### config.mk
export PLATFORM = sky130hd
export DESIGN_NAME = triangle_wave_channel_core
export DESIGN_NICKNAME = d
export VERILOG_FILES = /design/src/hw/rtl/twc_pkg.sv /design/src/hw/rtl/twc_state.sv /design/src/hw/rtl/triangle_wave_channel_core.sv
export SDC_FILE = /design/constraint.sdc
export NUM_CORES = 1
export LEC_CHECK = 0
export BUFFER_PORTS_ARGS = -buffer_cell sky130_fd_sc_hd__buf_2
export CAP_MARGIN = 30
export CORE_MARGIN = 1.5
export CORE_UTILIZATION = 40
export CTS_CLUSTER_SIZE = 24
export DETAILED_ROUTE_END_ITERATION = 6
export GPL_TIMING_DRIVEN = 0
export PLACE_DENSITY_LB_ADDON = 0.05
export SYNTH_ARGS = -nofsm -noshare
export SYNTH_HDL_FRONTEND = slang
export SYNTH_SLANG_ARGS = --single-unit
### constraint.sdc
create_clock -name clk -period 6.9 [get_ports clk]
set_input_delay 1.035 -clock clk [delete_from_list [all_inputs] [get_ports clk]]
set_output_delay 1.035 -clock clk [all_outputs]
set_load 0.01 [all_outputs]
### src/hw/rtl/twc_pkg.sv
// shared types, constants and the wave lookup for the triangle channel
package twc_pkg;

  localparam int PeriodWidth = 16;
  localparam int CountWidth  = 8;
  localparam int StepWidth   = 5;
  localparam int SampleWidth = 4;
  localparam int ModeWidth   = 4;
  localparam int DataWidth   = 8;

  localparam logic [PeriodWidth-1:0] LowMask  = 16'h00FF;
  localparam logic [PeriodWidth-1:0] HighMask = 16'hFF00;

  typedef enum logic [ModeWidth-1:0] {
    MODE_TIMER        = 4'd0,
    MODE_QUARTER      = 4'd1,
    MODE_HALF         = 4'd2,
    MODE_HALT         = 4'd3,
    MODE_LINEAR       = 4'd4,
    MODE_PERIOD_LOW   = 4'd5,
    MODE_PERIOD_HIGH  = 4'd6,
    MODE_LENGTH       = 4'd7,
    MODE_RESET        = 4'd8
  } mode_t;

  // 32-step sequence: 15 down to 0, then 0 up to 15
  function automatic logic [SampleWidth-1:0] wave_value(input logic [StepWidth-1:0] step);
    logic [SampleWidth-1:0] low;
    low = step[SampleWidth-1:0];
    if (step[StepWidth-1]) begin
      return low;
    end
    return ~low;
  endfunction

endpackage

### src/hw/rtl/twc_state.sv
// channel state registers, event decode and sample selection
module twc_state (
  input  logic                           clk,
  input  logic                           rst,
  input  logic                           update,
  input  logic [twc_pkg::ModeWidth-1:0]  mode,
  input  logic [twc_pkg::DataWidth-1:0]  write_data,
  output logic [twc_pkg::SampleWidth-1:0] sample_next
);
  import twc_pkg::*;

  logic [PeriodWidth-1:0] period_reload, period_reload_next;
  logic [PeriodWidth-1:0] period_count, period_count_next;
  logic [StepWidth-1:0]   step_index, step_index_next;
  logic [CountWidth-1:0]  linear_reload, linear_reload_next;
  logic [CountWidth-1:0]  linear_count, linear_count_next;
  logic                   reload_pending, reload_pending_next;
  logic                   halt_flag, halt_flag_next;
  logic [CountWidth-1:0]  length_count, length_count_next;

  always_comb begin
    period_reload_next  = period_reload;
    period_count_next   = period_count;
    step_index_next     = step_index;
    linear_reload_next  = linear_reload;
    linear_count_next   = linear_count;
    reload_pending_next = reload_pending;
    halt_flag_next      = halt_flag;
    length_count_next   = length_count;
    case (mode_t'(mode))
      MODE_TIMER: begin
        if (period_count == '0) begin
          period_count_next = period_reload;
          step_index_next   = step_index + StepWidth'(1);
        end else begin
          period_count_next = period_count - PeriodWidth'(1);
        end
      end
      MODE_QUARTER: begin
        if (reload_pending) begin
          linear_count_next = linear_reload;
        end else if (linear_count != '0) begin
          linear_count_next = linear_count - CountWidth'(1);
        end
        if (!halt_flag) begin
          reload_pending_next = 1'b0;
        end
      end
      MODE_HALF: begin
        if (length_count != '0 && !halt_flag) begin
          length_count_next = length_count - CountWidth'(1);
        end
      end
      MODE_HALT: begin
        halt_flag_next = write_data[0];
      end
      MODE_LINEAR: begin
        linear_reload_next = write_data;
      end
      MODE_PERIOD_LOW: begin
        period_reload_next = (period_reload & HighMask) | PeriodWidth'(write_data);
      end
      MODE_PERIOD_HIGH: begin
        period_reload_next  = (period_reload & LowMask) | {write_data, 8'h00};
        reload_pending_next = 1'b1;
      end
      MODE_LENGTH: begin
        length_count_next = write_data;
      end
      MODE_RESET: begin
        length_count_next = '0;
        halt_flag_next    = 1'b1;
      end
      default: begin
      end
    endcase
  end

  // sample as it stands after the event
  always_comb begin
    if (linear_count_next != '0 && length_count_next != '0) begin
      sample_next = wave_value(step_index_next);
    end else begin
      sample_next = '0;
    end
  end

  always_ff @(posedge clk) begin
    if (rst) begin
      period_reload  <= '0;
      period_count   <= '0;
      step_index     <= '0;
      linear_reload  <= '0;
      linear_count   <= '0;
      reload_pending <= 1'b0;
      halt_flag      <= 1'b1;
      length_count   <= '0;
    end else if (update) begin
      period_reload  <= period_reload_next;
      period_count   <= period_count_next;
      step_index     <= step_index_next;
      linear_reload  <= linear_reload_next;
      linear_count   <= linear_count_next;
      reload_pending <= reload_pending_next;
      halt_flag      <= halt_flag_next;
      length_count   <= length_count_next;
    end
  end

endmodule

### src/hw/rtl/triangle_wave_channel_core.sv
// top level of the triangle-wave sound channel
//
// Event-driven triangle channel. Each transfer on the input channel is one event
// (timer tick, quarter frame, half frame, register write or channel reset) and
// produces exactly one transfer on the output channel carrying the 4-bit sample
// as it stands after that event. Each event passes first through the input
// register, then through the state update into the output register. One
// event is accepted per cycle when the output side is not stalling; a stall on
// the output holds the output register, and once the input register is also
// occupied it raises in_stall in the same cycle.
// The sample is zero unless both the linear and the length counters are nonzero;
// the 32-step sequence keeps advancing on timer ticks regardless.
module triangle_wave_channel_core (
  input  logic                            clk,
  input  logic                            rst,
  input  logic                            in_valid,
  output logic                            in_stall,
  input  logic [twc_pkg::ModeWidth-1:0]   mode,
  input  logic [twc_pkg::DataWidth-1:0]   write_data,
  output logic                            out_valid,
  input  logic                            out_stall,
  output logic [twc_pkg::SampleWidth-1:0] sample
);
  import twc_pkg::*;

  // input register
  logic                   s1_valid;
  logic [ModeWidth-1:0]   s1_mode;
  logic [DataWidth-1:0]   s1_data;

  logic                   advance;
  logic [SampleWidth-1:0] sample_next;

  // the output register frees up when empty or being taken this cycle
  assign advance  = !out_valid || !out_stall;
  assign in_stall = s1_valid && !advance;

  always_ff @(posedge clk) begin
    if (rst) begin
      s1_valid <= 1'b0;
    end else if (!in_stall) begin
      s1_valid <= in_valid;
    end
  end

  always_ff @(posedge clk) begin
    if (!in_stall) begin
      s1_mode <= mode;
      s1_data <= write_data;
    end
  end

  // state applies the event exactly once, as it moves to the output register
  twc_state u_state (
    .clk         (clk),
    .rst         (rst),
    .update      (s1_valid && advance),
    .mode        (s1_mode),
    .write_data  (s1_data),
    .sample_next (sample_next)
  );

  always_ff @(posedge clk) begin
    if (rst) begin
      out_valid <= 1'b0;
    end else if (advance) begin
      out_valid <= s1_valid;
    end
  end

  always_ff @(posedge clk) begin
    if (advance && s1_valid) begin
      sample <= sample_next;
    end
  end

endmodule
==> implementation parameters <==
Parameter                              Value

Status
  Result of the run ... finished clean

Clock network
  Clock tree from TritonCTS ... built
  H-tree Lvls ... 3
  Clock sink count ... 81
  Worst-Skew Late Latency ... 0.35 ns
  Cts bufs inserted ... 9
  Post_cts resized ... 0
  Hold buffer count at cts ... 0
  Post-CTS Setup Repair Bufs ... 0
  Clock buffer depth ... 2
  Root buffer cell ... clkbuf_8
  Clk pin slew, worst setup/hold paths ... 0.08 ns

Drt
  Routed via count divided by cell count ... 5.52
  1st-pass router iterations ... 5
  DR WL/cell ... 16.5 µm
  Number of nets with antenna violations after routing ... 0
  Violation count after the first detailed-routing iteration ... 318
  DRC violation count after routing ... 0
  Post-detailed-routing wire length ... 11000 µm
  Vias ... 3676

Cells and area
  Total Nets Final ... 546
  Most used cells in the layout excluding fill and tap cells ... dfxtp_1 (65), nor2_1 (64), nand2_1 (53)
  Relative area change from synthesis to final layout ... 11.0%
  Most common library cell in the layout ignoring fill and taps ... dfxtp_1
  Register area ... 1780 µm²
  Count of inserted antenna diode cells ... 0
  Ratio of cells with drive above 1 in the final layout ... 0.102
  Number of inserted filler cells in the final layout ... 1038
  Area used by multi-input combinational logic ... 2230 µm²

Synth
  Warning count from the yosys run ... 0
  Arithmetic-cell share of the synthesized area counting full adders, half adders and majority gates ... 0.0149
  Count of mapped cells out of synthesis ... 491
  Post-synth EDFFs ... 16
  Post-Syn Area ... 4190 µm²
  Post-synthesis mux area share ... 0.0648
  Flops & latches, synth ... 81
  Nets in the synthesized netlist ... 512
  Xor/xnor cell area share of the yosys netlist ... 0.0311
  Simple-gate share of the synthesized area ... 0.259
  Prevailing post-synth register cell ... dfxtp_1
  Share of async-settable or async-resettable flops after synthesis ... 0
  Largest family of logic cells by synthesized area ... simple AND/OR/NAND/NOR gates
  Library cells used by synthesis ... 56
  Syn Area/Cell ... 8.53 µm²
  Post-synthesis sequential area ratio ... 0.425
  Synthesized-area fraction occupied by ao, oa, aoi and oai cells ... 0.163

Worst setup path
  CP Launch Point ... s1_mode[2]
  Critical register-to-register path startpoint ... s1_mode[2]
  Category of the critical setup timing path ... register to register
  CP max FO ... 10
  Critical Path End ... sample[3]
  CP Data Required Time ... 7.01 ns
  Reg2Reg Capture Point ... sample[3]
  Data arrival time of the critical path ... 3.36 ns
  Register-to-Register Setup Slack ... 3.65 ns
  Worst Setup End Kind ... register
  Worst setup SP type ... register
  Worst Reg2Reg Path Length in Cells ... 9

Global route
  Maximum number of pins on one net before global-route repair ... 14
  All-Layer GR Usage ... 0.207
  Total gr overflow ... 0
  First-pass GRT wire length ... 17900 µm
  Vias in the first global route ... 3516
  Number of antenna violations at the first check in global routing ... 0

Placed design
  Post-DP HPWL ... 7920 µm
  Number of buffers inserted by port buffering ... 20
  Routability Congestion ... 0.854

STA
  Final critical-path required period ... 3.25 ns
  Tcrit/Tclk final ... 0.470
  Worst slew margin relative to its limit ... 0.416
  Highest clock frequency the design can meet ... 308 MHz
  Final setup violation count ... 0
  Final setup skew ... 0.0156 ns
  Total count of hold-check failures in the final report ... 0
  Worst-margin pin slew ... 0.864 ns
  Setup_tns ... 0 ns
  RSZ-0062 raised after global routing ... no
  Final-report max-slew violation count ... 0

Die
  Floorplan die area ... 11100 µm²
  Number of ports placed on the die boundary ... 22
  FP Rows ... 37
  Die Y ... 105 µm
  Horizontal die dimension ... 105 µm
  Core area ... 10200 µm²
  Effective utilization at floorplan ... 0.409

Power
  Leakage power of the design ... 0.00172 µW
  Worst VDD drop ... 0.102 mV
  Power density cells ... 202 nW/µm²
  Overall power consumption ... 937 µW

Job
  Max-cap violations ... 0

Hold path
  Class of the tightest hold or removal check ... register to register
[cell families after synthesis]
kind of cell | count (synthesis)
xor+xnor | 14
mux | 27
fa+ha+maj | 5
buf+inv | 44
flops | 81
simple gates | 215
compound gates | 105
[per-layer routing]
metal  track usage  vias to the layer above  part of all wire
met4        0.0753                        0             0.016
met1         0.289                     1724              0.50
met5             0                        -                 0
met2         0.323                       82              0.45
met3        0.0315                       14             0.036
li1              -                     1856                 -
[synthesized netlist by cell type, types with 11 or more instances]
cell | instances | share of area
o21ai_0 | 23 | 0.027
nor3_1 | 19 | 0.023
nor2_1 | 64 | 0.057
nand2_1 | 53 | 0.048
mux2i_1 | 26 | 0.062
a21oi_1 | 28 | 0.033
nand3_1 | 17 | 0.020
dfxtp_1 | 65 | 0.31
a211oi_1 | 11 | 0.020
inv_1 | 14 | 0.013
edfxtp_1 | 16 | 0.11
clkbuf_1 | 27 | 0.024
[final cells by class]
class	instances	share of cell area
Multi-Input combinational cell	366	0.480
Sequential cell	81	0.383
Tap cell	136	0.0366
Clock buffer	11	0.0304
Buffer	30	0.0264
Timing Repair Buffer	23	0.0258
Inverter	14	0.0113
Clock inverter	5	0.00619
[where the power goes]
part | switching [µW] | leakage, µW | internal [µW]
logic | 71.0 | 0.000937 | 41.5
clock network | 174 | 0.0000915 | 140
registers | 14.2 | 0.000691 | 497
[sequential cells by signal, summed over array words and instances (netlist names), 4 cells and up]
register,cells
u_state.period_count,16
u_state.length_count,8
u_state.period_reload,16
sample,4
u_state.step_index,5
s1_data,8
s1_mode,4
u_state.linear_reload,8
u_state.linear_count,8
[worst min-delay path by stage]
stage / from / endpoint / slack (ns) / depth (start not counted)
6_report: u_state.linear_reload[4] / u_state.linear_reload[4] / 0.45 / 2
5_1_grt: u_state.linear_reload[5] / u_state.linear_reload[5] / 0.47 / 2
4_1_cts: u_state.linear_reload[7] / u_state.linear_reload[7] / 0.46 / 2
3_5_place_dp: u_state.linear_reload[7] / u_state.linear_reload[7] / 0.45 / 2
3_3_place_gp: u_state.linear_reload[4] / u_state.linear_reload[4] / 0.44 / 2
2_1_floorplan: u_state.linear_reload[4] / u_state.linear_reload[4] / 0.43 / 2
[critical path, cell delays in order, from the launching register on]
cell             delay, ns
edfxtp_1              0.37
clkbuf_1              0.23
nor4b_1               0.71
a31oi_1               0.21
o21ai_0               0.19
nor3b_1               0.27
o2111ai_1             0.18
o41ai_1               0.45
clkdlybuf4s18_2       0.33
nor2_1                0.06
[per-stage QoR]
step,hold WS [ns],setup slack [ns],utilization,instances,cell area (µm²)
after global placement,0.443,3.39,0.436,647,4460
after CTS,0.459,3.70,0.454,665,4640
after floorplan,0.432,4.17,-,491,4190
final,0.454,3.65,0.454,666,4650
after detailed placement,0.448,3.74,0.437,649,4470
after global routing,0.473,3.39,0.454,666,4650
(Power assumes the default switching activity.)
